File: src/rtl/tbe_pkg.sv
// Shared constants, codes and control types of the three-band equalizer.
package tbe_pkg;

   // Default sizes handed to the top level
   localparam int SAMPLE_WIDTH_DEF = 24;
   localparam int DELAY_TAPS_DEF   = 3;

   // Fixed number formats
   localparam int COEF_BITS  = 18;   // unsigned Q1.17
   localparam int COEF_FRAC  = 17;
   localparam int GAIN_BITS  = 16;   // signed Q4.12
   localparam int GAIN_FRAC  = 12;
   localparam int POLE_FRAC  = 4;    // extra fraction bits of the pole state
   localparam int POLE_EXTRA = 8;    // pole width over sample width

   // Lowpass sections per cascade
   localparam int STAGES     = 4;
   localparam int STAGE_BITS = $clog2(STAGES);

   // Register file
   localparam int CSR_INDEX_BITS = 8;
   localparam logic [CSR_INDEX_BITS-1:0] CSR_LOW_COEF  = CSR_INDEX_BITS'(0);
   localparam logic [CSR_INDEX_BITS-1:0] CSR_HIGH_COEF = CSR_INDEX_BITS'(1);

   typedef enum logic [2:0] {
      ST_IDLE,
      ST_PMUL,
      ST_PACC,
      ST_GMUL,
      ST_GACC,
      ST_OUT
   } state_type;

   typedef enum logic {
      CAS_LOW,
      CAS_HIGH
   } cas_type;

   typedef enum logic [1:0] {
      BAND_LOW,
      BAND_MID,
      BAND_HIGH
   } band_type;

   // Sequencer to datapath controls
   typedef struct packed {
      logic                  capture;   // latch the input word, clear accumulator
      logic                  mul_en;    // load the product register
      logic                  mul_band;  // 1: band times gain, 0: coef times pole error
      cas_type               cas;
      logic [STAGE_BITS-1:0] stage;
      band_type              band;
      logic                  pole_wr;   // round product into the selected pole
      logic                  acc_en;    // add product into the output accumulator
      logic                  finish;    // load output register, shift delay line
   } ctrl_type;

endpackage

File: src/rtl/tbe_if.sv
// Valid/ready channel interfaces of the three-band equalizer.
interface tbe_req_if #(
   parameter int SAMPLE_WIDTH = tbe_pkg::SAMPLE_WIDTH_DEF
);
   logic                                   valid;
   logic                                   ready;
   logic signed [SAMPLE_WIDTH-1:0]         sample_in;
   logic signed [tbe_pkg::GAIN_BITS-1:0]   low_gain;
   logic signed [tbe_pkg::GAIN_BITS-1:0]   mid_gain;
   logic signed [tbe_pkg::GAIN_BITS-1:0]   high_gain;

   modport source (output valid, sample_in, low_gain, mid_gain, high_gain, input ready);
   modport sink   (input valid, sample_in, low_gain, mid_gain, high_gain, output ready);
endinterface

interface tbe_rsp_if #(
   parameter int SAMPLE_WIDTH = tbe_pkg::SAMPLE_WIDTH_DEF
);
   logic                           valid;
   logic                           ready;
   logic signed [SAMPLE_WIDTH-1:0] sample_out;

   modport source (output valid, sample_out, input ready);
   modport sink   (input valid, sample_out, output ready);
endinterface

interface tbe_csr_if;
   logic                                  valid;
   logic                                  ready;
   logic [tbe_pkg::CSR_INDEX_BITS-1:0]    index;
   logic [tbe_pkg::COEF_BITS-1:0]         data;

   modport source (output valid, index, data, input ready);
   modport sink   (input valid, index, data, output ready);
endinterface

File: src/rtl/tbe_seq.sv
// Sequencer: steps the shared multiplier through both cascades and the gain sum.
module tbe_seq (
   input  logic              clock,
   input  logic              reset,
   input  logic              req_valid,
   output logic              req_ready,
   input  logic              rsp_ready,
   output logic              rsp_valid,
   output tbe_pkg::ctrl_type ctrl
);

   localparam logic [tbe_pkg::STAGE_BITS-1:0] STAGE_LAST =
      tbe_pkg::STAGE_BITS'(tbe_pkg::STAGES - 1);

   tbe_pkg::state_type                 state_ff, state_in;
   logic [tbe_pkg::STAGE_BITS-1:0]     stage_ff, stage_in;
   tbe_pkg::cas_type                   cas_ff, cas_in;
   tbe_pkg::band_type                  band_ff, band_in;
   logic                               rsp_valid_ff, rsp_valid_in;

   // State and counters
   always_ff @(posedge clock) begin
      if (reset) begin
         state_ff     <= tbe_pkg::ST_IDLE;
         stage_ff     <= '0;
         cas_ff       <= tbe_pkg::CAS_LOW;
         band_ff      <= tbe_pkg::BAND_LOW;
         rsp_valid_ff <= 1'b0;
      end else begin
         state_ff     <= state_in;
         stage_ff     <= stage_in;
         cas_ff       <= cas_in;
         band_ff      <= band_in;
         rsp_valid_ff <= rsp_valid_in;
      end
   end

   // Next state and controls
   always_comb begin
      state_in     = state_ff;
      stage_in     = stage_ff;
      cas_in       = cas_ff;
      band_in      = band_ff;
      req_ready    = 1'b0;
      ctrl         = '0;
      ctrl.cas     = cas_ff;
      ctrl.stage   = stage_ff;
      ctrl.band    = band_ff;

      unique case (state_ff)
         tbe_pkg::ST_IDLE: begin
            req_ready = 1'b1;
            if (req_valid) begin
               ctrl.capture = 1'b1;
               stage_in     = '0;
               cas_in       = tbe_pkg::CAS_LOW;
               band_in      = tbe_pkg::BAND_LOW;
               state_in     = tbe_pkg::ST_PMUL;
            end
         end
         tbe_pkg::ST_PMUL: begin
            ctrl.mul_en = 1'b1;
            state_in    = tbe_pkg::ST_PACC;
         end
         tbe_pkg::ST_PACC: begin
            ctrl.pole_wr = 1'b1;
            if (stage_ff == STAGE_LAST) begin
               stage_in = '0;
               if (cas_ff == tbe_pkg::CAS_LOW) begin
                  cas_in   = tbe_pkg::CAS_HIGH;
                  state_in = tbe_pkg::ST_PMUL;
               end else begin
                  state_in = tbe_pkg::ST_GMUL;
               end
            end else begin
               stage_in = stage_ff + 1'b1;
               state_in = tbe_pkg::ST_PMUL;
            end
         end
         tbe_pkg::ST_GMUL: begin
            ctrl.mul_en   = 1'b1;
            ctrl.mul_band = 1'b1;
            state_in      = tbe_pkg::ST_GACC;
         end
         tbe_pkg::ST_GACC: begin
            ctrl.acc_en = 1'b1;
            unique case (band_ff)
               tbe_pkg::BAND_LOW: begin
                  band_in  = tbe_pkg::BAND_MID;
                  state_in = tbe_pkg::ST_GMUL;
               end
               tbe_pkg::BAND_MID: begin
                  band_in  = tbe_pkg::BAND_HIGH;
                  state_in = tbe_pkg::ST_GMUL;
               end
               default: begin
                  state_in = tbe_pkg::ST_OUT;
               end
            endcase
         end
         tbe_pkg::ST_OUT: begin
            // wait for the output register to free up
            if (!rsp_valid_ff || rsp_ready) begin
               ctrl.finish = 1'b1;
               state_in    = tbe_pkg::ST_IDLE;
            end
         end
         default: begin
            state_in = tbe_pkg::ST_IDLE;
         end
      endcase
   end

   // Output word valid
   always_comb begin
      if (ctrl.finish) begin
         rsp_valid_in = 1'b1;
      end else if (rsp_ready) begin
         rsp_valid_in = 1'b0;
      end else begin
         rsp_valid_in = rsp_valid_ff;
      end
   end

   assign rsp_valid = rsp_valid_ff;

endmodule

File: src/rtl/tbe_dp.sv
// Datapath: coefficient registers, pole and delay state, shared multiplier, accumulator.
module tbe_dp #(
   parameter int SAMPLE_WIDTH = tbe_pkg::SAMPLE_WIDTH_DEF,
   parameter int DELAY_TAPS   = tbe_pkg::DELAY_TAPS_DEF
) (
   input  logic                                  clock,
   input  logic                                  reset,
   input  tbe_pkg::ctrl_type                     ctrl,
   input  logic                                  csr_we,
   input  logic [tbe_pkg::CSR_INDEX_BITS-1:0]    csr_index,
   input  logic [tbe_pkg::COEF_BITS-1:0]         csr_data,
   input  logic signed [SAMPLE_WIDTH-1:0]        sample_in,
   input  logic signed [tbe_pkg::GAIN_BITS-1:0]  low_gain,
   input  logic signed [tbe_pkg::GAIN_BITS-1:0]  mid_gain,
   input  logic signed [tbe_pkg::GAIN_BITS-1:0]  high_gain,
   output logic signed [SAMPLE_WIDTH-1:0]        sample_out
);

   localparam int CB   = tbe_pkg::COEF_BITS;
   localparam int GB   = tbe_pkg::GAIN_BITS;
   localparam int PF   = tbe_pkg::POLE_FRAC;
   localparam int NS   = tbe_pkg::STAGES;
   localparam int PW   = SAMPLE_WIDTH + tbe_pkg::POLE_EXTRA;   // pole width
   localparam int DW   = PW + 1;                               // pole error / band width
   localparam int OB   = CB + 1;                               // multiplier B operand
   localparam int PRW  = DW + OB;                              // product width
   localparam int SW1  = PRW + 1;                              // rounded pole sum width
   localparam int AW   = PRW + 2;                              // accumulator width
   localparam int OSH  = tbe_pkg::GAIN_FRAC + PF;              // output shift
   localparam int CSH  = tbe_pkg::COEF_FRAC;                   // pole product shift

   localparam logic signed [SW1-1:0] RND_POLE =
      {{(SW1-CSH){1'b0}}, 1'b1, {(CSH-1){1'b0}}};
   localparam logic signed [SW1-1:0] POLE_MAX =
      {{(SW1-PW+1){1'b0}}, {(PW-1){1'b1}}};
   localparam logic signed [SW1-1:0] POLE_MIN = ~POLE_MAX;
   localparam logic signed [AW-1:0]  RND_OUT =
      {{(AW-OSH){1'b0}}, 1'b1, {(OSH-1){1'b0}}};
   localparam logic signed [AW-1:0]  OUT_MAX =
      {{(AW-SAMPLE_WIDTH+1){1'b0}}, {(SAMPLE_WIDTH-1){1'b1}}};
   localparam logic signed [AW-1:0]  OUT_MIN = ~OUT_MAX;

   logic [CB-1:0]                  low_coef_ff, low_coef_in;
   logic [CB-1:0]                  high_coef_ff, high_coef_in;
   logic signed [SAMPLE_WIDTH-1:0] x_ff;
   logic signed [GB-1:0]           lg_ff, mg_ff, hg_ff;
   logic signed [PW-1:0]           low_pole_ff [NS];
   logic signed [PW-1:0]           low_pole_in [NS];
   logic signed [PW-1:0]           high_pole_ff [NS];
   logic signed [PW-1:0]           high_pole_in [NS];
   logic signed [SAMPLE_WIDTH-1:0] dly_ff [DELAY_TAPS];
   logic signed [SAMPLE_WIDTH-1:0] dly_in [DELAY_TAPS];
   logic signed [PRW-1:0]          prod_ff, prod_in;
   logic signed [AW-1:0]           acc_ff, acc_in;
   logic signed [SAMPLE_WIDTH-1:0] out_ff, out_in;

   logic signed [PW-1:0]  xs, dly_s, cur_pole, prev_pole, new_pole;
   logic signed [DW-1:0]  diff, band_l, band_m, band_h, op_a;
   logic signed [OB-1:0]  op_b;
   logic signed [CB-1:0]  coef_sel;
   logic signed [SW1-1:0] prod_rnd, pole_sum;
   logic signed [AW-1:0]  acc_rnd;

   // Samples scaled into pole format
   assign xs    = {{(PW-SAMPLE_WIDTH-PF){x_ff[SAMPLE_WIDTH-1]}}, x_ff, {PF{1'b0}}};
   assign dly_s = {{(PW-SAMPLE_WIDTH-PF){dly_ff[DELAY_TAPS-1][SAMPLE_WIDTH-1]}},
                   dly_ff[DELAY_TAPS-1], {PF{1'b0}}};

   // Pole error of the current section
   always_comb begin
      if (ctrl.cas == tbe_pkg::CAS_HIGH) begin
         cur_pole  = high_pole_ff[ctrl.stage];
         prev_pole = high_pole_ff[ctrl.stage - 1'b1];
         coef_sel  = high_coef_ff;
      end else begin
         cur_pole  = low_pole_ff[ctrl.stage];
         prev_pole = low_pole_ff[ctrl.stage - 1'b1];
         coef_sel  = low_coef_ff;
      end
      if (ctrl.stage == '0) begin
         diff = DW'(xs) - DW'(cur_pole);
      end else begin
         diff = DW'(prev_pole) - DW'(cur_pole);
      end
   end

   // Bands from the last poles; mid = d - (h + l) = high pole - low pole
   assign band_l = DW'(low_pole_ff[NS-1]);
   assign band_h = DW'(dly_s) - DW'(high_pole_ff[NS-1]);
   assign band_m = DW'(high_pole_ff[NS-1]) - DW'(low_pole_ff[NS-1]);

   // Shared multiplier operands
   always_comb begin
      if (ctrl.mul_band) begin
         unique case (ctrl.band)
            tbe_pkg::BAND_LOW: begin
               op_a = band_l;
               op_b = OB'(lg_ff);
            end
            tbe_pkg::BAND_MID: begin
               op_a = band_m;
               op_b = OB'(mg_ff);
            end
            default: begin
               op_a = band_h;
               op_b = OB'(hg_ff);
            end
         endcase
      end else begin
         op_a = diff;
         op_b = signed'({1'b0, coef_sel});
      end
   end

   assign prod_in = ctrl.mul_en ? (PRW'(op_a) * PRW'(op_b)) : prod_ff;

   // Pole update: round to nearest (ties up), add, saturate
   always_comb begin
      prod_rnd = (SW1'(prod_ff) + RND_POLE) >>> CSH;
      pole_sum = SW1'(cur_pole) + prod_rnd;
      if (pole_sum > POLE_MAX) begin
         new_pole = PW'(POLE_MAX);
      end else if (pole_sum < POLE_MIN) begin
         new_pole = PW'(POLE_MIN);
      end else begin
         new_pole = PW'(pole_sum);
      end
   end

   always_comb begin
      low_pole_in  = low_pole_ff;
      high_pole_in = high_pole_ff;
      if (ctrl.pole_wr) begin
         if (ctrl.cas == tbe_pkg::CAS_HIGH) begin
            high_pole_in[ctrl.stage] = new_pole;
         end else begin
            low_pole_in[ctrl.stage] = new_pole;
         end
      end
   end

   // Gain accumulator and output rounding
   always_comb begin
      if (ctrl.capture) begin
         acc_in = '0;
      end else if (ctrl.acc_en) begin
         acc_in = acc_ff + AW'(prod_ff);
      end else begin
         acc_in = acc_ff;
      end
      acc_rnd = (acc_ff + RND_OUT) >>> OSH;
      if (!ctrl.finish) begin
         out_in = out_ff;
      end else if (acc_rnd > OUT_MAX) begin
         out_in = SAMPLE_WIDTH'(OUT_MAX);
      end else if (acc_rnd < OUT_MIN) begin
         out_in = SAMPLE_WIDTH'(OUT_MIN);
      end else begin
         out_in = SAMPLE_WIDTH'(acc_rnd);
      end
   end

   // Delay line, newest first
   always_comb begin
      dly_in = dly_ff;
      if (ctrl.finish) begin
         for (int i = DELAY_TAPS - 1; i > 0; i--) begin
            dly_in[i] = dly_ff[i-1];
         end
         dly_in[0] = x_ff;
      end
   end

   // Coefficient registers; other indexes are ignored
   always_comb begin
      low_coef_in  = low_coef_ff;
      high_coef_in = high_coef_ff;
      if (csr_we) begin
         if (csr_index == tbe_pkg::CSR_LOW_COEF) begin
            low_coef_in = csr_data;
         end
         if (csr_index == tbe_pkg::CSR_HIGH_COEF) begin
            high_coef_in = csr_data;
         end
      end
   end

   // Filter state and coefficients
   always_ff @(posedge clock) begin
      if (reset) begin
         low_coef_ff  <= '0;
         high_coef_ff <= '0;
         for (int i = 0; i < NS; i++) begin
            low_pole_ff[i]  <= '0;
            high_pole_ff[i] <= '0;
         end
         for (int i = 0; i < DELAY_TAPS; i++) begin
            dly_ff[i] <= '0;
         end
      end else begin
         low_coef_ff  <= low_coef_in;
         high_coef_ff <= high_coef_in;
         low_pole_ff  <= low_pole_in;
         high_pole_ff <= high_pole_in;
         dly_ff       <= dly_in;
      end
   end

   // Payload registers
   always_ff @(posedge clock) begin
      if (ctrl.capture) begin
         x_ff  <= sample_in;
         lg_ff <= low_gain;
         mg_ff <= mid_gain;
         hg_ff <= high_gain;
      end
      prod_ff <= prod_in;
      acc_ff  <= acc_in;
      out_ff  <= out_in;
   end

   assign sample_out = out_ff;

endmodule

File: src/rtl/three_band_equalizer_unit.sv
// Three-band equalizer: two four-section lowpass cascades and a gain-weighted band sum.
// One shared multiplier is used 8 times for the poles and 3 times for the gains, each use
// having a multiply state and an accumulate state. A new input word is accepted only once
// the previous word has been loaded into the output register.
// The output register holds a finished word while the next input word is accepted.
// Reset (synchronous) clears coefficients, poles and delay line to zero.
module three_band_equalizer_unit #(
   parameter int SAMPLE_WIDTH = tbe_pkg::SAMPLE_WIDTH_DEF,
   parameter int DELAY_TAPS   = tbe_pkg::DELAY_TAPS_DEF
) (
   input  logic     clock,
   input  logic     reset,
   tbe_req_if.sink   req_ch,
   tbe_rsp_if.source rsp_ch,
   tbe_csr_if.sink   csr_ch
);

   tbe_pkg::ctrl_type ctrl;

   // Register writes are taken every cycle
   assign csr_ch.ready = 1'b1;

   tbe_seq u_seq (
      .clock     (clock),
      .reset     (reset),
      .req_valid (req_ch.valid),
      .req_ready (req_ch.ready),
      .rsp_ready (rsp_ch.ready),
      .rsp_valid (rsp_ch.valid),
      .ctrl      (ctrl)
   );

   tbe_dp #(
      .SAMPLE_WIDTH (SAMPLE_WIDTH),
      .DELAY_TAPS   (DELAY_TAPS)
   ) u_dp (
      .clock      (clock),
      .reset      (reset),
      .ctrl       (ctrl),
      .csr_we     (csr_ch.valid),
      .csr_index  (csr_ch.index),
      .csr_data   (csr_ch.data),
      .sample_in  (req_ch.sample_in),
      .low_gain   (req_ch.low_gain),
      .mid_gain   (req_ch.mid_gain),
      .high_gain  (req_ch.high_gain),
      .sample_out (rsp_ch.sample_out)
   );

endmodule
File: src/flat_wrapper.sv
// flat-port wrapper written by rule: the top's interface ports become plain ports
module three_band_equalizer_unit_flat 
#(
   parameter int SAMPLE_WIDTH = tbe_pkg::SAMPLE_WIDTH_DEF,
   parameter int DELAY_TAPS   = tbe_pkg::DELAY_TAPS_DEF
)
  (clock, reset, req_ch_valid, req_ch_sample_in, req_ch_low_gain, req_ch_mid_gain, req_ch_high_gain, req_ch_ready, rsp_ch_valid, rsp_ch_sample_out, rsp_ch_ready, csr_ch_valid, csr_ch_index, csr_ch_data, csr_ch_ready);
  tbe_req_if #(.SAMPLE_WIDTH(SAMPLE_WIDTH)) req_ch_i ();
  tbe_rsp_if #(.SAMPLE_WIDTH(SAMPLE_WIDTH)) rsp_ch_i ();
  tbe_csr_if csr_ch_i ();
  input  logic clock;
  input  logic reset;
  input wire logic [$bits(req_ch_i.valid)-1:0] req_ch_valid;
  input wire logic [$bits(req_ch_i.sample_in)-1:0] req_ch_sample_in;
  input wire logic [$bits(req_ch_i.low_gain)-1:0] req_ch_low_gain;
  input wire logic [$bits(req_ch_i.mid_gain)-1:0] req_ch_mid_gain;
  input wire logic [$bits(req_ch_i.high_gain)-1:0] req_ch_high_gain;
  output wire logic [$bits(req_ch_i.ready)-1:0] req_ch_ready;
  output wire logic [$bits(rsp_ch_i.valid)-1:0] rsp_ch_valid;
  output wire logic [$bits(rsp_ch_i.sample_out)-1:0] rsp_ch_sample_out;
  input wire logic [$bits(rsp_ch_i.ready)-1:0] rsp_ch_ready;
  input wire logic [$bits(csr_ch_i.valid)-1:0] csr_ch_valid;
  input wire logic [$bits(csr_ch_i.index)-1:0] csr_ch_index;
  input wire logic [$bits(csr_ch_i.data)-1:0] csr_ch_data;
  output wire logic [$bits(csr_ch_i.ready)-1:0] csr_ch_ready;
  assign req_ch_i.valid = req_ch_valid;
  assign req_ch_i.sample_in = req_ch_sample_in;
  assign req_ch_i.low_gain = req_ch_low_gain;
  assign req_ch_i.mid_gain = req_ch_mid_gain;
  assign req_ch_i.high_gain = req_ch_high_gain;
  assign req_ch_ready = req_ch_i.ready;
  assign rsp_ch_valid = rsp_ch_i.valid;
  assign rsp_ch_sample_out = rsp_ch_i.sample_out;
  assign rsp_ch_i.ready = rsp_ch_ready;
  assign csr_ch_i.valid = csr_ch_valid;
  assign csr_ch_i.index = csr_ch_index;
  assign csr_ch_i.data = csr_ch_data;
  assign csr_ch_ready = csr_ch_i.ready;
  three_band_equalizer_unit #(.SAMPLE_WIDTH(SAMPLE_WIDTH), .DELAY_TAPS(DELAY_TAPS)) u_core (.clock(clock), .reset(reset), .req_ch(req_ch_i), .rsp_ch(rsp_ch_i), .csr_ch(csr_ch_i));
endmodule
File: config.mk
export PLATFORM = sky130hd
export DESIGN_NAME = three_band_equalizer_unit_flat
export DESIGN_NICKNAME = d
export VERILOG_FILES = /design/src/rtl/tbe_pkg.sv /design/src/rtl/tbe_if.sv /design/src/rtl/tbe_seq.sv /design/src/rtl/tbe_dp.sv /design/src/rtl/three_band_equalizer_unit.sv /design/src/flat_wrapper.sv
export SDC_FILE = /design/constraint.sdc
export NUM_CORES = 2
export LEC_CHECK = 0
export BUFFER_PORTS_ARGS = -buffer_cell sky130_fd_sc_hd__buf_2
export CAP_MARGIN = 20
export CORE_UTILIZATION = 55
export CTS_CLUSTER_DIAMETER = 100
export DETAILED_ROUTE_END_ITERATION = 8
export PLACE_DENSITY = 0.78
export SLEW_MARGIN = 20
export SYNTH_ARGS = -nofsm -noshare
export SYNTH_HDL_FRONTEND = slang
export SYNTH_HIERARCHICAL = 1
export SYNTH_SLANG_ARGS = --single-unit
File: constraint.sdc
create_clock -name clock -period 35.6 [get_ports clock]
set_input_delay 5.34 -clock clock [delete_from_list [all_inputs] [get_ports clock]]
set_output_delay 5.34 -clock clock [all_outputs]
set_load 0.005 [all_outputs]
Yosys cells after proc, flatten, opt, wreduce, memory -nomap -nowiden
Index checks and enable logic that the tools add are counted.
W data, S select, Z words.

cells by class
  multiply operators = 1
  bitwise operators = 3
  magnitude comparators = 7
  eq/ne operators = 12
  reductions and logical operators = 20
  $add $sub $neg = 10
  mux-type cells = 52

operators with widths
  kind                      count
  $mux W32                  13
  $bmux W32 S2              4
  $bwmux W128               2
  $mux W33                  2
  $pmux W33 S2              1
  $sub A28 B32 Y33          2
  $sub A32 B32 Y33          2
  $demux W32 S2             1
  $add A54 B17 Y54 const B  1
  $add A54 B52 Y54          1
  $add A52 B18 Y53 const B  1
  $mul A33 B19 Y52          1
  $gt A38 B24 Y1 const B    1
  $lt A38 B24 Y1 const B    1
  $pmux W19 S2              1
  $add A32 B36 Y37          1
  $gt A37 B32 Y1 const B    1
  $lt A37 B32 Y1 const B    1
  $mux W24                  1
  $mux W19                  1
  $mux W18                  1
  $pmux W3 S6               1
  $mux W1                   13
  $mux W3                   4
  other kinds (27)          47

word-level totals
  output and inout bits = 27
  register bits after elaboration = 575
  input port bits = 103
  logic and storage cells = 130

Logic depth before layout (Yosys ltp)
  depth after elaboration = 10
  gate-level depth with buffers = 51
  mapped depth without buffers = 44

Cells and area by module
The synthesis kept the hierarchy.

modules (own cells, without submodules)
  module                     area an instance (um2)  seq. area each (um2)  times used  cells an instance
  tbe_dp                     59,732.3                12,812.3              1           6,540
  tbe_seq                    525.5                   180.2                 1           53
  three_band_equalizer_unit  11.3                    0.0                   1           2

Least setup slack after synthesis
OpenSTA, ideal clock, no wires.

  path kind = register -> register
  from = register u_core/u_seq/stage_ff[0] (netlist bit)
  to = register u_core.u_dp.prod_ff[50], data pin
  setup slack = 22.633 ns
  stages on the path, launching flop included = 50
  data arrival time = 12.710 ns
  data required time = 35.342 ns
  period minus slack after synthesis = 12.967 ns
  buffers on the path = 8
  library setup time = 0.258 ns
  cells stage by stage = dfxtp_1 -> buf_6 -> clkbuf_1 -> buf_1 -> clkbuf_1 -> inv_1 -> ha_1 -> buf_2 -> buf_1 -> clkbuf_1 -> mux4_2 -> mux2i_1 -> o21ai_0 -> ha_1 -> a21o_1 -> a21o_1 -> a21o_1 -> a21o_1 -> (+14 left out) -> fa_1 -> fa_1 -> fa_1 -> inv_1 -> fa_1 -> inv_1 -> ha_1 -> nand3_1 -> nor2_1 -> a31o_2 -> a32o_1 -> o2111ai_1 -> a21oi_1 -> a221o_1 -> a31o_2 -> a41o_1 -> a211o_1 -> xor2_1

between the ends
  cells in the longest elaborated chain, start to end = 10
  elaborated cells between the ends (all ways) = 23
  those cells by class = add/sub: 3; mul: 1; mux: 16; bitwise: 2; reduce/logical: 1

RTL lines
  item                                             RTL line                    source
  from (decl)                                      tbe_seq.sv:16               logic [tbe_pkg::STAGE_BITS-1:0] stage_ff, stage_in;
  from (signal assigned)                           tbe_seq.sv:31               stage_ff <= stage_in;
  $sub A2 B1 Y2                                    tbe_dp.sv:73, tbe_dp.sv:77
  $not A2 Y3 (implied by the code)                 tbe_dp.sv:73, tbe_dp.sv:77
  $bmux W32 S2, on equally long branches           tbe_dp.sv:77, tbe_dp.sv:73
  $mux W32, on equally long branches (2 in a row)  tbe_dp.sv:77, tbe_dp.sv:73
  $mux W32                                         tbe_dp.sv:71                if (ctrl.cas == tbe_pkg::CAS_HIGH) begin
  $sub A32 B32 Y33                                 tbe_dp.sv:83                diff = DW'(prev_pole) - DW'(cur_pole);
  $mux W33 (*)                                     tbe_dp.sv:80                if (ctrl.stage == '0) begin
  $mux W33 (*)                                     tbe_dp.sv:94                if (ctrl.mul_band) begin
  $mul A33 B19 Y52 (*)                             tbe_dp.sv:115               assign prod_in = ctrl.mul_en ? (PRW'(op_a) * PRW'(op_b)) : prod_ff;
  to (signal assigned)                             tbe_dp.sv:217               prod_ff <= prod_in;
  to (decl)                                        tbe_dp.sv:53                logic signed [PRW-1:0] prod_ff, prod_in;

Every way passes the cells marked *; elsewhere a longest branch is shown, timed or not. The select of a mux whose other input is x is not followed.
A chain may end at the register's enable or synchronous reset.

Worst setup path in the final report
  from = register u_core/u_seq/stage_ff[1] (netlist bit)
  to = register u_core.u_dp.prod_ff[48], data pin

Same word-level chain as after synthesis.

==> impl_metrics.json <==
{
  "cts_tree": "built",
  "clk_latency_ns": 0.67,
  "period_share": 0.401,
  "synthCells": 6595,
  "seqCellArea_um2": 13000,
  "crit_top_cell": "fa_1",
  "ir_drop_uv": 43.5,
  "clock_path_buffers": 3,
  "routed_wl_mm": 200,
  "r2r_end": "u_core/u_dp/prod_ff[48]",
  "wl_met3_mm": 24.9,
  "htreeDepth": 3,
  "whs_endpoint": "u_core/u_dp/acc_ff[10]",
  "reg2reg_depth": 43,
  "first_global_vias": 51300,
  "syn2layout_area_growth_pct": 6.87,
  "clock_sinks": 575,
  "min_period_ns": 14.27,
  "r2r-start": "u_core/u_seq/stage_ff[1]",
  "multiInputGateArea_um2": 42800,
  "rsz0062_at_grt": "no",
  "drc": 0,
  "crit_start": "u_core/u_seq/stage_ff[1]",
  "place_hpwl_mm": 151,
  "syn_nets": 7635,
  "reg2reg_slack_ns": 21.33,
  "core_um2": 109000,
  "cts_made_buffers": 68,
  "ys_seq_area_frac": 0.216,
  "yosysWarnings": 6,
  "start_util": 0.554,
  "track_usage": 0.359,
  "place_ws_ns": 21.78,
  "ys_types": 106,
  "ctsRootBufferMaster": "clkbuf_16",
  "relSlewSlack": 0.171,
  "leakagePower_nw": 29.0,
  "crit_required_ns": 35.97,
  "synth.avg_cell_area_um2": 9.14,
  "nFillCells": 9194,
  "path_clk_slew_ns": 0.06,
  "setup.worst_path.start_class": "flop",
  "io_pins": 130,
  "drt_iter0_markers": 5987,
  "finalSetupViolCount": 0,
  "cp_max_fo": 45,
  "hold_depth": 2,
  "finalClockSkew_ns": 0.0541,
  "fmax_mhz": 70.1,
  "vias": 51900,
  "cellPowerDensity_nw_per_um2": 30.7,
  "num_rows": 121,
  "synth_edf_count": 148,
  "final_cell_mix": "inv_1, fa_1, nor2_1",
  "synthFlopType": "dfxtp_1",
  "cts_setup_buffers": 0,
  "ys_async_sr_fraction": 0,
  "final-hold-violation-count": 0,
  "setup_ws_ns": 21.33,
  "avgViaCountPerCell": 6.50,
  "synth_seq_cells": 575,
  "die-area_um2": 111000,
  "syn_area_um2": 60300,
  "worst_slew_pin_slew_ns": 1.21,
  "grt_max_degree": 107,
  "die_y_um": 333,
  "maxCapViolCount": 0,
  "die_width_um": 333,
  "hp-class": "reg -> reg",
  "final_util": 0.593,
  "cp-end-kind": "flop",
  "routabilityCongestion": 1.03,
  "highest_layer": "met4",
  "ctsHoldBuffers": 0,
  "crit_type": "reg -> reg",
  "crit_path_max_incr_delay_ns": 0.81,
  "holdCritStartpoint": "u_core/u_dp/acc_ff[10]",
  "wl_per_cell_um": 25.0,
  "fin_setup_tns_ns": 0,
  "report.final.slew_viol_count": 0,
  "overflow": 0,
  "met1Wirelength_mm": 75.0,
  "final_common_cell": "inv_1",
  "io_buffer_count": 128,
  "critPathSlowestCell": "nor4bb_1",
  "cts_resized": 0,
  "arrival_ns": 14.63,
  "wl_met2_mm": 87.7,
  "antenna_found_initial": 4,
  "drt_pre_antenna_iters": 6,
  "nNetsFinal": 7553,
  "grt_pass1_wl_mm": 306,
  "antenna_left": 0,
  "drive_gt1_frac": 0.0915,
  "status": "finished, final reports clean"
}
## state kept, by name (all words and copies together) (netlist names), 18 cells and up
| register | flops |
|---|---|
| u_core/u_dp/dly_ff | 72 |
| u_core/u_dp/band_l | 32 |
| u_core/u_dp/prod_ff | 52 |
| u_core/u_dp/high_pole_ff | 128 |
| u_core/u_dp/x_ff | 24 |
| u_core/u_dp/sample_out | 24 |
| u_core/u_dp/acc_ff | 54 |
| u_core/u_dp/low_pole_ff | 96 |
| u_core/u_dp/low_coef_ff | 18 |
| u_core/u_dp/high_coef_ff | 18 |
## where the power goes
group | internal [W] | switching [W]
clock | 0.000442 | 0.000312
combinational | 0.000151 | 0.000364
sequential | 0.000690 | 0.0000189
## critical path: cells and delay by family (launching register included)
| family | cells | cell delay [ns] |
|---|---|---|
| XOR/XNOR | 1 | 0.11 |
| buffers and inverters | 8 | 1.69 |
| AO/OA/AOI/OAI | 11 | 3.41 |
| multiplexers | 3 | 1.05 |
| flip-flops | 1 | 0.31 |
| AND/OR/NAND/NOR | 10 | 2.24 |
| adder cells (fa/ha/maj) | 10 | 5.10 |
## routing by layer
metal  track usage  vias to the layer above
li1              -                    22600
met1         0.464                    25400
met2         0.548                     3208
met3         0.101                      675
met4         0.188                        0
met5             0                        -
## cell type report
class                   count  area share
diodes                      4    0.000155
clock buffers              91      0.0295
clock inverters            34     0.00808
inverters                 812      0.0473
multi-input cells        4831       0.664
flip-flops and latches    575       0.202
well taps                1414      0.0275
repair buffers            225      0.0214
## how the worst max path moves through the flow
| stage | endpoint | cells after the start | slack (ns) |
|---|---|---|---|
| floorplan | u_core/u_dp/prod_ff[50] | 49 | 22.63 |
| global placement | u_core/u_dp/prod_ff[48] | 43 | 22.12 |
| detailed placement | u_core/u_dp/prod_ff[48] | 43 | 21.78 |
| CTS | u_core/u_dp/prod_ff[48] | 43 | 21.75 |
| global route | u_core/u_dp/prod_ff[48] | 43 | 20.89 |
| finish | u_core/u_dp/prod_ff[48] | 43 | 21.33 |
## metrics by stage
| stage | power (W) | instance area (um2) | std cells | hold WS (ns) |
|---|---|---|---|---|
| after floorplan | 0.00104 | 60300 | 6595 | 0.443 |
| after global placement | 0.00121 | 62000 | 7856 | 0.453 |
| after detailed placement | 0.00122 | 62000 | 7856 | 0.467 |
| after CTS | 0.00197 | 64400 | 7981 | 0.477 |
| after global routing | 0.00204 | 64400 | 7984 | 0.490 |
| final | 0.00198 | 64400 | 7986 | 0.473 |
## synth_stat cells, types with 26 or more instances
library cell	count	area share
inv_1	809	0.050
fa_1	612	0.20
nor2_1	582	0.036
nand2_1	538	0.034
dfxtp_1	427	0.14
ha_1	325	0.067
a21oi_1	286	0.024
clkbuf_1	278	0.017
mux2i_1	227	0.038
a21o_1	211	0.026
o21ai_0	203	0.017
o21bai_1	177	0.022
xnor2_1	160	0.023
edfxtp_1	148	0.074
a41oi_1	141	0.020
mux4_2	128	0.048
nand3_1	100	0.0083
and2_1	94	0.0098
a31oi_1	84	0.0087
o211ai_1	82	0.010
nor3_1	76	0.0063
xor2_1	71	0.010
nand2b_1	59	0.0061
buf_1	58	0.0036
and3_1	56	0.0058
o21a_1	56	0.0070
nand3b_1	53	0.0066
nor2b_1	39	0.0040
a211oi_1	36	0.0045
mux2_2	31	0.0058
nand4_1	27	0.0028
or3_1	26	0.0027
## cells by family after synthesis
kind of cell	share of synthesized area
fa+ha+maj	0.271
flops	0.216
xor+xnor	0.0336
buf+inv	0.0769
simple gates	0.134
mux	0.0917
compound gates	0.177
other cells	0.0000622
Note: power is estimated with default switching activity, not from simulation.
